$ cat config.mk
export PLATFORM = sky130hd
export DESIGN_NAME = sum_xor_frame_builder_core_flat
export DESIGN_NICKNAME = d
export VERILOG_FILES = /design/src/rtl/core/sxfb_pkg.sv /design/src/rtl/core/sxfb_if.sv /design/src/rtl/core/sxfb_front.sv /design/src/rtl/core/sxfb_queue.sv /design/src/rtl/core/sxfb_back.sv /design/src/rtl/core/sum_xor_frame_builder_core.sv /design/src/flat_wrapper.sv
export VERILOG_INCLUDE_DIRS = /design/src /design/src/rtl/core
export SDC_FILE = /design/constraint.sdc
export NUM_CORES = 1
export LEC_CHECK = 0
export BUFFER_PORTS_ARGS = -buffer_cell sky130_fd_sc_hd__buf_2
export CAP_MARGIN = 20
export CORE_AREA = 2 2 123 185
export CTS_CLUSTER_SIZE = 30
export DETAILED_ROUTE_END_ITERATION = 8
export DIE_AREA = 0 0 125 187
export PLACE_DENSITY = 0.64
export SKIP_CTS_REPAIR_TIMING = 1
export SYNTH_ARGS = -nofsm -noshare
export SYNTH_HDL_FRONTEND = slang
export SYNTH_SLANG_ARGS = --single-unit
$ cat constraint.sdc
create_clock -name clk -period 11.6 [get_ports clk]
set_clock_uncertainty 0.1 [all_clocks]
set_input_delay 2.32 -clock clk [delete_from_list [all_inputs] [get_ports clk]]
set_output_delay 2.32 -clock clk [all_outputs]
set_load 0.02 [all_outputs]
$ cat src/rtl/core/assert_macros.svh
// Assertion helpers for the frame builder.
`ifndef ASSERT_MACROS_SVH
`define ASSERT_MACROS_SVH

// Checked only out of reset.
`define SXFB_ASSERT(lbl, prop, msg) \
  lbl: assert property (@(posedge clk) disable iff (!rst_n) prop) else $error(msg);

// Checked at every edge, reset included.
`define SXFB_ASSERT_ALWAYS(lbl, prop, msg) \
  lbl: assert property (@(posedge clk) prop) else $error(msg);

`endif

$ cat src/rtl/core/sxfb_pkg.sv
`default_nettype none
package sxfb_pkg;

  localparam logic [7:0] SOF_BYTE = 8'hFE;
  localparam logic [7:0] EOF_BYTE = 8'hFF;

  localparam logic FUNC_HDR  = 1'b0;
  localparam logic FUNC_DATA = 1'b1;

  localparam int QDEPTH = 4;
  localparam int QAW    = $clog2(QDEPTH);
  localparam int QCW    = $clog2(QDEPTH + 1);

  // byte positions within a frame; payload bytes sit at the length slot
  localparam logic [2:0] POS_SOF  = 3'd0;
  localparam logic [2:0] POS_TYPE = 3'd1;
  localparam logic [2:0] POS_CMD  = 3'd2;
  localparam logic [2:0] POS_LEN  = 3'd3;
  localparam logic [2:0] POS_SUM  = 3'd4;
  localparam logic [2:0] POS_XOR  = 3'd5;
  localparam logic [2:0] POS_EOF  = 3'd6;

  typedef struct packed {
    logic       hdr;
    logic       close;
    logic [7:0] frame_type;
    logic [7:0] command;
    logic [7:0] body;
    logic [7:0] sum;
    logic [7:0] xr;
  } job_t;

  typedef struct packed {
    logic push;
    job_t job;
  } push_t;

  typedef struct packed {
    logic            full;
    logic            empty;
    logic [QCW-1:0]  count;
  } qstat_t;

endpackage
`default_nettype wire

$ cat src/rtl/core/sxfb_if.sv
`default_nettype none
interface sxfb_in_if;
  logic       valid;
  logic       ready;
  logic       func;
  logic [7:0] frame_type;
  logic [7:0] command;
  logic [7:0] payload_len;
  logic [7:0] data_byte;

  modport source (output valid, func, frame_type, command, payload_len, data_byte,
                  input ready);
  modport sink   (input valid, func, frame_type, command, payload_len, data_byte,
                  output ready);
endinterface

interface sxfb_out_if;
  logic       valid;
  logic       ready;
  logic [7:0] out_byte;
  logic       frame_end;

  modport source (output valid, out_byte, frame_end, input ready);
  modport sink   (input valid, out_byte, frame_end, output ready);
endinterface
`default_nettype wire

$ cat src/rtl/core/sxfb_front.sv
`default_nettype none
module sxfb_front (
  input  wire logic            clk,
  input  wire logic            rst_n,
  sxfb_in_if.sink              in_if,
  input  wire sxfb_pkg::qstat_t qstat,
  output sxfb_pkg::push_t      push
);

  logic [7:0] sum_r, sum_nxt;
  logic [7:0] xor_r, xor_nxt;
  logic [7:0] left_r, left_nxt;
  logic       open_r, open_nxt;
  logic       accept;

  assign in_if.ready = !qstat.full;
  assign accept      = in_if.valid && in_if.ready;

  always_comb begin
    sum_nxt  = sum_r;
    xor_nxt  = xor_r;
    left_nxt = left_r;
    open_nxt = open_r;
    push.push = 1'b0;
    push.job.hdr        = 1'b0;
    push.job.close      = 1'b0;
    push.job.frame_type = in_if.frame_type;
    push.job.command    = in_if.command;
    push.job.body       = in_if.data_byte;
    if (accept) begin
      if (in_if.func == sxfb_pkg::FUNC_HDR) begin
        sum_nxt  = in_if.frame_type + in_if.command + in_if.payload_len;
        xor_nxt  = in_if.frame_type ^ in_if.command ^ in_if.payload_len;
        left_nxt = in_if.payload_len;
        open_nxt = (in_if.payload_len != 8'd0);
        push.push      = 1'b1;
        push.job.hdr   = 1'b1;
        push.job.close = (in_if.payload_len == 8'd0);
        push.job.body  = in_if.payload_len;
      end else if (open_r) begin
        sum_nxt  = sum_r + in_if.data_byte;
        xor_nxt  = xor_r ^ in_if.data_byte;
        left_nxt = left_r - 8'd1;
        open_nxt = (left_r != 8'd1);
        push.push      = 1'b1;
        push.job.close = (left_r == 8'd1);
      end
    end
    push.job.sum = sum_nxt;
    push.job.xr  = xor_nxt;
  end

  always_ff @(posedge clk) begin
    if (!rst_n) begin
      sum_r  <= '0;
      xor_r  <= '0;
      left_r <= '0;
      open_r <= 1'b0;
    end else begin
      sum_r  <= sum_nxt;
      xor_r  <= xor_nxt;
      left_r <= left_nxt;
      open_r <= open_nxt;
    end
  end

endmodule
`default_nettype wire

$ cat src/rtl/core/sxfb_queue.sv
`default_nettype none
module sxfb_queue (
  input  wire logic             clk,
  input  wire logic             rst_n,
  input  wire sxfb_pkg::push_t  push,
  input  wire logic             pop,
  output sxfb_pkg::job_t        head,
  output sxfb_pkg::qstat_t      qstat
);

  sxfb_pkg::job_t                mem_r [sxfb_pkg::QDEPTH];
  logic [sxfb_pkg::QAW-1:0]      wr_ptr_r, rd_ptr_r;
  logic [sxfb_pkg::QCW-1:0]      count_r, count_nxt;
  logic                          do_push, do_pop;

  assign qstat.count = count_r;
  assign qstat.full  = (count_r == sxfb_pkg::QCW'(sxfb_pkg::QDEPTH));
  assign qstat.empty = (count_r == '0);
  assign head        = mem_r[rd_ptr_r];

  assign do_push = push.push && !qstat.full;
  assign do_pop  = pop && !qstat.empty;

  always_comb begin
    count_nxt = count_r;
    if (do_push && !do_pop) begin
      count_nxt = count_r + sxfb_pkg::QCW'(1);
    end else if (do_pop && !do_push) begin
      count_nxt = count_r - sxfb_pkg::QCW'(1);
    end
  end

  always_ff @(posedge clk) begin
    if (do_push) begin
      mem_r[wr_ptr_r] <= push.job;
    end
  end

  always_ff @(posedge clk) begin
    if (!rst_n) begin
      wr_ptr_r <= '0;
      rd_ptr_r <= '0;
      count_r  <= '0;
    end else begin
      count_r <= count_nxt;
      if (do_push) begin
        wr_ptr_r <= wr_ptr_r + sxfb_pkg::QAW'(1);
      end
      if (do_pop) begin
        rd_ptr_r <= rd_ptr_r + sxfb_pkg::QAW'(1);
      end
    end
  end

endmodule
`default_nettype wire

$ cat src/rtl/core/sxfb_back.sv
`default_nettype none
module sxfb_back (
  input  wire logic             clk,
  input  wire logic             rst_n,
  input  wire sxfb_pkg::job_t   head,
  input  wire sxfb_pkg::qstat_t qstat,
  output logic                  pop,
  sxfb_out_if.source            out_if
);

  logic       out_valid_r;
  logic [7:0] out_byte_r, out_byte_nxt;
  logic       out_end_r;
  logic [2:0] step_r;
  logic [2:0] pos;
  logic [2:0] last_pos;
  logic       load;

  assign out_if.valid     = out_valid_r;
  assign out_if.out_byte  = out_byte_r;
  assign out_if.frame_end = out_end_r;

  assign load     = (!out_valid_r || out_if.ready) && !qstat.empty;
  assign pos      = step_r + (head.hdr ? 3'd0 : sxfb_pkg::POS_LEN);
  assign last_pos = head.close ? sxfb_pkg::POS_EOF : sxfb_pkg::POS_LEN;
  assign pop      = load && (pos == last_pos);

  always_comb begin
    case (pos)
      sxfb_pkg::POS_SOF:  out_byte_nxt = sxfb_pkg::SOF_BYTE;
      sxfb_pkg::POS_TYPE: out_byte_nxt = head.frame_type;
      sxfb_pkg::POS_CMD:  out_byte_nxt = head.command;
      sxfb_pkg::POS_LEN:  out_byte_nxt = head.body;
      sxfb_pkg::POS_SUM:  out_byte_nxt = head.sum;
      sxfb_pkg::POS_XOR:  out_byte_nxt = head.xr;
      default:            out_byte_nxt = sxfb_pkg::EOF_BYTE;
    endcase
  end

  always_ff @(posedge clk) begin
    if (load) begin
      out_byte_r <= out_byte_nxt;
      out_end_r  <= (pos == sxfb_pkg::POS_EOF);
    end
  end

  always_ff @(posedge clk) begin
    if (!rst_n) begin
      out_valid_r <= 1'b0;
      step_r      <= '0;
    end else begin
      if (load) begin
        out_valid_r <= 1'b1;
      end else if (out_if.ready) begin
        out_valid_r <= 1'b0;
      end
      if (pop) begin
        step_r <= '0;
      end else if (load) begin
        step_r <= step_r + 3'd1;
      end
    end
  end

endmodule
`default_nettype wire

$ cat src/rtl/core/sum_xor_frame_builder_core.sv
// Frame builder: turns header and payload transactions into a byte stream
// 0xFE, type, command, length, payload..., sum, xor, 0xFF.
// in_if  : valid/ready; func 0 is a header (type, command, length),
//          func 1 a payload byte. Payload outside a frame is dropped.
// out_if : valid/ready; one frame byte per transaction, frame_end on 0xFF.
// The first output byte passes through the queue and then the output register.
// Throughput: one input transaction per cycle while the queue is not full.
// A payload transaction yields one byte (four when it closes the frame);
// a header yields four (seven with zero length). The output port, one
// byte per cycle while out_if.ready is high, sets the sustained rate.
// Checksums are computed at acceptance and travel with each entry of a
// four-entry queue between the input and output sides.
// Output stall: the output register holds; the queue fills, then in_if.ready
// drops until an entry leaves the queue. No input is lost to a stall.
// Reset (synchronous, rst_n low): queue empty, no frame open, sums cleared,
// out_if.valid low.
`default_nettype none
`include "assert_macros.svh"
module sum_xor_frame_builder_core (
  input  wire logic clk,
  input  wire logic rst_n,
  sxfb_in_if.sink   in_if,
  sxfb_out_if.source out_if
);

  sxfb_pkg::push_t  push;
  sxfb_pkg::job_t   head;
  sxfb_pkg::qstat_t qstat;
  logic             pop;

  sxfb_front u_front (
    .clk   (clk),
    .rst_n (rst_n),
    .in_if (in_if),
    .qstat (qstat),
    .push  (push)
  );

  sxfb_queue u_queue (
    .clk   (clk),
    .rst_n (rst_n),
    .push  (push),
    .pop   (pop),
    .head  (head),
    .qstat (qstat)
  );

  sxfb_back u_back (
    .clk    (clk),
    .rst_n  (rst_n),
    .head   (head),
    .qstat  (qstat),
    .pop    (pop),
    .out_if (out_if)
  );

  `SXFB_ASSERT(a_count_bound, (qstat.count <= sxfb_pkg::QCW'(sxfb_pkg::QDEPTH)), "queue overflow")
  `SXFB_ASSERT(a_pop_nonempty, (pop |-> !qstat.empty), "pop from empty queue")
  `SXFB_ASSERT(a_end_byte, (out_if.valid && out_if.frame_end |-> out_if.out_byte == sxfb_pkg::EOF_BYTE), "frame end without 0xFF")
  `SXFB_ASSERT_ALWAYS(a_reset_idle, ($past(!rst_n) && rst_n |-> !out_if.valid), "output valid after reset")

endmodule
`default_nettype wire

$ cat src/flat_wrapper.sv
// flat-port wrapper written by rule: the top's interface ports become plain ports
module sum_xor_frame_builder_core_flat 
  (clk, rst_n, in_if_valid, in_if_func, in_if_frame_type, in_if_command, in_if_payload_len, in_if_data_byte, in_if_ready, out_if_valid, out_if_out_byte, out_if_frame_end, out_if_ready);
  sxfb_in_if in_if_i ();
  sxfb_out_if out_if_i ();
  input  wire logic clk;
  input  wire logic rst_n;
  input wire logic [$bits(in_if_i.valid)-1:0] in_if_valid;
  input wire logic [$bits(in_if_i.func)-1:0] in_if_func;
  input wire logic [$bits(in_if_i.frame_type)-1:0] in_if_frame_type;
  input wire logic [$bits(in_if_i.command)-1:0] in_if_command;
  input wire logic [$bits(in_if_i.payload_len)-1:0] in_if_payload_len;
  input wire logic [$bits(in_if_i.data_byte)-1:0] in_if_data_byte;
  output wire logic [$bits(in_if_i.ready)-1:0] in_if_ready;
  output wire logic [$bits(out_if_i.valid)-1:0] out_if_valid;
  output wire logic [$bits(out_if_i.out_byte)-1:0] out_if_out_byte;
  output wire logic [$bits(out_if_i.frame_end)-1:0] out_if_frame_end;
  input wire logic [$bits(out_if_i.ready)-1:0] out_if_ready;
  assign in_if_i.valid = in_if_valid;
  assign in_if_i.func = in_if_func;
  assign in_if_i.frame_type = in_if_frame_type;
  assign in_if_i.command = in_if_command;
  assign in_if_i.payload_len = in_if_payload_len;
  assign in_if_i.data_byte = in_if_data_byte;
  assign in_if_ready = in_if_i.ready;
  assign out_if_valid = out_if_i.valid;
  assign out_if_out_byte = out_if_i.out_byte;
  assign out_if_frame_end = out_if_i.frame_end;
  assign out_if_i.ready = out_if_ready;
  sum_xor_frame_builder_core u_core (.clk(clk), .rst_n(rst_n), .in_if(in_if_i), .out_if(out_if_i));
endmodule
==> run_results.csv, run 1 <==
group,metric,value,unit
worst_setup_path,critPathKind,"primary input to flip-flop",
layout,antenna_cells,0,
logic_synthesis,synth_edf_count,177,
outcome,status,"finished clean",
layout,final_cell_mix,"177 x edfxtp_1, 54 x inv_1, 47 x buf_2",
logic_synthesis,ys_types,64,
worst_setup_path,end_kind,"flip-flop",
global_routing,antenna_found_initial,0,
timing,rsz0062_at_grt,"no",
route,vias,5887,
timing,setup-violations-final,0,
clock_network,htree_levels,1,
place,place_congestion,0.883,
route,drt-pass1-iter-count,5,
floorplanning,die-width,125,um
logic_synthesis,synth.cell_area,9700,sq um
route,wire_per_inst,22.0,um
global_routing,grt_max_degree,43,
clock_network,insertion_delay,490,ps
clock_network,clk_path_buf_depth,3,
worst_setup_path,crit_slowest_cell,"nand3_1",
clock_network,clockRootBuffer,"clkbuf_16",
route,postRouteAntennaNets,0,
route,viasPerCell,5.77,
logic_synthesis,async_reset_ff_frac,0,
worst_setup_path,crit_required,11710,ps
logic_synthesis,ys_seq_area_frac,0.626,
floorplanning,core-area,22000,sq um
timing,tightest_slew,922,ps
layout,layout-drive-gt1-share,0.197,
logic_synthesis,syn-num-nets,754,
logic_synthesis,syn-instance-count,684,
clock_network,cts.sinks,215,
clock_network,clk_pin_slew,70,ps
route,dr.first_iter.drc_count,491,
worst_hold_path,holdPathEnd,"u_core.u_front.left_r[6]",
worst_hold_path,min_from,"u_core.u_front.left_r[6]",
logic_synthesis,yosys_warnings,0,
global_routing,grt_pass1_wl,35400,um
floorplanning,fp.dieArea,23400,sq um
floorplanning,row_count,67,
worst_setup_path,slowest_delay,770,ps
worst_setup_path,start_kind,"primary input",
worst_hold_path,holdPathStages,2,
flow_run,drv_cap,0,
floorplanning,pin_count,48,
timing,min_period,5010,ps
timing,hold_slack,390,ps
worst_setup_path,rrSetupSlack,7200,ps
layout,final_common_cell,"edfxtp_1",
floorplanning,initial_core_util,0.442,
worst_setup_path,crit_chain,"buf_2 > clkinv_1 > nand3_1 > inv_1 > a32oi_1 > and3_1 > nand3_1",
worst_setup_path,crit_fanout,30,
pwr,power.density,213,nW/um^2
worst_setup_path,r2r-end,"u_core.u_queue.count_r[2]",
pwr,peakVddDrop,0.0948,mV
worst_hold_path,hold_class,"flip-flop to flip-flop",
timing,finalCritPeriodShare,0.432,
route,drt-total-wl,22500,um
global_routing,grt_overflow,0,
worst_setup_path,reg2reg_depth,15,
global_routing,track_usage,0.194,
logic_synthesis,ys_seq_elements,215,
layout,syn_to_final_growth,11.6,%
clock_network,cts_buffers,20,
logic_synthesis,synthFlopType,"edfxtp_1",
timing,slew_viol_final,0,
global_routing,grt_pass1_vias,6266,
timing,maxSlewHeadroom,0.384,
worst_setup_path,crit_path_frequent_cell,"nand3_1",
timing,tns,0,ps
floorplanning,die_h,187,um
route,remaining_drc_errors,0,
timing,final_hold_viol_count,0,
pwr,power.leakage,3.89,nW
logic_synthesis,avgSynthCellArea,14.2,sq um
place,portBuffers,47,
place,dp_hpwl,15000,um
layout,postLayoutCoreUtil,0.493,
worst_setup_path,worstPathArrival,5110,ps
clock_network,cts_tree,"yes",
timing,max_freq,0.200,GHz
layout,finalNetCount,801,
place,dpl-instance-area,10200,sq um
layout,design_area,10800,sq um
per-layer routing:
metal	up-vias	share of wire	track usage
li1	2687	-	-
met1	3004	0.40	0.241
met2	146	0.52	0.344
met3	50	0.035	0.0195
met4	0	0.041	0.0850
met5	-	0	0
worst max-delay path, delay by kind of cell:
family / cells / cell delay (ps)
buffers and inverters: 3 / 1380
and+or+nand+nor: 3 / 1100
AOI/OAI and AO/OA: 1 / 290
flip-flops by register name, summed over array words and instances (netlist names), named ones only:
register / count
u_core.u_queue.mem_r: 168
u_core.u_back.out_if.valid: 1
u_core.u_front.sum_r: 8
u_core.u_back.out_if.frame_end: 1
u_core.u_back.step_r: 3
u_core.u_front.xor_r: 8
u_core.u_back.out_if.out_byte: 8
u_core.u_queue.wr_ptr_r: 2
u_core.u_front.left_r: 8
u_core.u_queue.rd_ptr_r: 2
u_core.u_queue.count_r: 3
u_core.u_front.open_r: 1
logic make-up after synthesis:
logic type,Yosys count,share of synthesized area
flops,215,0.626
compound gates,150,0.0996
simple gates,136,0.0702
buf+inv,89,0.0362
mux,46,0.102
fa+ha+maj,33,0.0511
xor+xnor,15,0.0150
worst max path at each step:
stage | startpoint | to | slack, ps | cells past startpoint
finish | in_if_func | u_core.u_queue.mem_r[1][14] | 6590 | 7
floorplan | in_if_payload_len[1] | u_core.u_queue.mem_r[0][15] | 7000 | 10
global placement | in_if_func | u_core.u_queue.mem_r[0][14] | 6230 | 7
detailed placement | in_if_func | u_core.u_queue.mem_r[0][14] | 6120 | 7
CTS | in_if_func | u_core.u_queue.mem_r[1][14] | 6630 | 7
global route | in_if_func | u_core.u_queue.mem_r[1][14] | 6450 | 7
stage by stage:
| stage | cells | setup slack, ps | power, W |
|---|---|---|---|
| after floorplan | 684 | 7000 | 0.00151 |
| after global placement | 985 | 6230 | 0.00170 |
| after detailed placement | 985 | 6120 | 0.00172 |
| after CTS | 1021 | 6630 | 0.00233 |
| after global routing | 1021 | 6450 | 0.00243 |
| final | 1021 | 6590 | 0.00231 |
power breakdown:
part	total (W)	switching, W	internal (W)	leakage, nW
sequential	0.00101	0.0000428	0.000968	1.94
combinational	0.000689	0.000420	0.000269	1.66
clock	0.000609	0.000277	0.000333	0.291
final cells by class:
cell class | count | area (sq um)
tap | 276 | 345
fill | 1923 | 11100
inverter | 57 | 214
clock inverter | 11 | 60.1
timing repair buffer | 57 | 310
sequential | 215 | 6080
clock buffer | 25 | 541
multi-input combinational | 380 | 3280
cells in the mapped netlist, types with 3 or more instances:
master     number  area (sq um)
edfxtp_1      177          5320
a22oi_1         6          45.0
xor2_1          6          52.6
a31oi_1         4          25.0
o2bb2ai_1       3          26.3
a221oi_1        3          26.3
a211oi_1        4          30.0
clkbuf_1       23          86.3
ha_1           22           275
o21ai_0        38           190
nor3_1          7          35.0
nor4_1          3          18.8
and2_1         13          81.3
a21oi_1        37           185
a22o_1          4          35.0
nand3_1        16          80.1
mux4_2         42           946
mux2i_1         3          30.0
nand2_1        39           146
dfxtp_1        38           761
xnor2_1         8          70.1
o21a_1          4          30.0
a21o_1         13          97.6
fa_1           11           220
or3_1           3          18.8
buf_2           5          25.0
nand2b_1        4          25.0
inv_1          54           203
o22ai_1        14          87.6
and3_1          5          31.3
o21ai_1         3          15.0
nor2_1         30           113
Power figures use the tool's default switching activity.
==> run 2, diff against run 1 <==
PLACE_DENSITY = 0.66   (was 0.64)
clock period = 4.6 ns   (was 11.6 ns; I/O delays follow)
==> run 2 against run 1 <==
Sequential power grew to 2.5 times the previous value. Highest routed layer unchanged. Worst hold slack gained 7.8 ps. Worst setup slack lost 5700 ps. Critical path depth increased by 7.
==> run_results.csv, run 2 (same netlist as run 1, synthesis figures left out) <==
group,metric,value,unit
worst_setup_path,crit_fanout,14,
worst_setup_path,slowest_delay,490,ps
timing,min_period,3670,ps
clock_network,cts.sinks,215,
timing,max_freq,0.273,GHz
layout,regMostFlops,"u_core.u_queue.mem_r",
clock_network,clk_path_buf_depth,3,
worst_hold_path,hold_class,"flip-flop to flip-flop",
clock_network,cts_buffers,20,
timing,rsz0062_at_grt,"no",
pwr,power.leakage,3.93,nW
route,drt-pass1-iter-count,5,
timing,tns,0,ps
route,dr.first_iter.drc_count,475,
pwr,peakVddDrop,0.278,mV
global_routing,use_met1,0.234,
place,dp_hpwl,15400,um
route,viasPerCell,5.79,
global_routing,grt_max_degree,42,
floorplanning,core-area,22000,sq um
global_routing,met2_usage,0.332,
floorplanning,die_h,187,um
clock_network,clk_pin_slew,70,ps
global_routing,gr-max-usage-layer,"met2",
global_routing,grt_overflow,0,
worst_setup_path,crit_slowest_cell,"mux4_2",
layout,finalNetCount,805,
worst_setup_path,start_kind,"flip-flop",
worst_setup_path,critPathKind,"flip-flop to flip-flop",
floorplanning,row_count,67,
layout,syn_to_final_growth,12.3,%
timing,slew_viol_final,0,
timing,setup_ws,935,ps
route,postRouteAntennaNets,0,
layout,layout-drive-gt1-share,0.196,
clock_network,clockRootBuffer,"clkbuf_16",
layout,largest_reg_flops,168,
flow_run,drv_cap,0,
timing,finalCritPeriodShare,0.797,
worst_setup_path,worstPathArrival,3980,ps
worst_setup_path,cp_num_buf_inv,3,
global_routing,grt_pass1_wl,35100,um
pwr,power.density,545,nW/um^2
route,vias,5937,
place,post-place-ws,940,ps
worst_setup_path,rrSetupSlack,930,ps
worst_setup_path,crit_chain,"mux4_2 > inv_1 > ha_1 > fa_1 > xor2_1 > buf_4 > nor3b_2 > o211ai_2 > ha_1 > inv_1 > fa_1 > xor2_1 > or3_1 > a21oi_1",
clock_network,insertion_delay,500,ps
route,drt-total-wl,22500,um
layout,final_common_cell,"edfxtp_1",
place,portBuffers,47,
clock_network,cts_tree,"yes",
floorplanning,pin_count,48,
floorplanning,fp.dieArea,23400,sq um
worst_setup_path,cp_top_family,"adder cells",
timing,final_hold_viol_count,0,
worst_setup_path,crit_required,4910,ps
timing,setup-violations-final,0,
clock_network,htree_levels,1,
global_routing,antenna_found_initial,0,
outcome,status,"finished clean",
global_routing,met3_usage,0.0260,
global_routing,grt_pass1_vias,6411,
floorplanning,die-width,125,um
layout,final_cell_mix,"177 x edfxtp_1, 54 x inv_1, 47 x buf_2",
place,place_congestion,0.867,
timing,tightest_slew,866,ps
floorplanning,initial_core_util,0.442,
worst_setup_path,end_kind,"flip-flop",
route,remaining_drc_errors,0,
global_routing,track_usage,0.192,
route,wire_per_inst,22.0,um
layout,antenna_cells,0,
timing,maxSlewHeadroom,0.418,
## run 2: cell count changes in the layout (fill, tap and decap cells not counted), sizes merged
| cell | previous run | this run |
|---|---|---|
| inv | 56 | 57 |
| clkinvlp | 3 | 0 |
| buf | 57 | 61 |
| bufinv | 0 | 1 |
| clkinv | 9 | 6 |
| clkbuf | 25 | 29 |
## run 2: worst paths after layout
check,startpoint,depth (start not counted),end
worst min register to register,u_core.u_queue.wr_ptr_r[0],2,u_core.u_queue.wr_ptr_r[0]
worst min-delay path,u_core.u_queue.wr_ptr_r[0],2,u_core.u_queue.wr_ptr_r[0]
worst max register to register,u_core.u_queue.mem_r[3][41],14,u_core.u_queue.count_r[2]
worst max-delay path,u_core.u_queue.mem_r[3][41],14,u_core.u_queue.count_r[2]
## run 2: layer usage
layer / wire, um / vias to the layer above
met5: 0 / -
met3: 1060 / 59
li1: - / 2696
met4: 1100 / 0
met2: 11500 / 201
met1: 8900 / 2981
## run 2: layout make-up
cell class	count	area (sq um)
Sequential cell	215	6080
Fill cell	1863	11100
Timing Repair Buffer	61	340
Tap cell	276	345
Multi-Input combinational cell	380	3280
Clock buffer	29	577
Inverter	57	214
Clock inverter	7	60.1
## run 2: per-stage QoR
stage / utilization / instances / hold slack (ps) / power, W / area (sq um)
5_1_grt: 0.496 / 1025 / 419 / 0.00622 / 10900
6_report: 0.496 / 1025 / 398 / 0.00593 / 10900
4_1_cts: 0.496 / 1025 / 396 / 0.00598 / 10900
2_1_floorplan: - / 684 / 354 / 0.00382 / 9700
3_3_place_gp: 0.467 / 989 / 374 / 0.00430 / 10300
3_5_place_dp: 0.467 / 989 / 386 / 0.00435 / 10300
## run 2: worst register-to-register path, stage by stage, from the launching register on
cell and delay, ps:
edfxtp_1 370, mux4_2 490, inv_1 110, ha_1 180
fa_1 240, xor2_1 170, buf_4 250, nor3b_2 70
o211ai_2 280, ha_1 250, inv_1 60, fa_1 390
xor2_1 180, or3_1 310, a21oi_1 140
## run 2: where the power goes
| group | switching (W) | total [W] | internal (W) |
|---|---|---|---|
| sequential | 0.000103 | 0.00254 | 0.00244 |
| combinational | 0.00107 | 0.00176 | 0.000688 |
| clock | 0.000695 | 0.00163 | 0.000932 |
| total | 0.00187 | 0.00593 | 0.00406 |
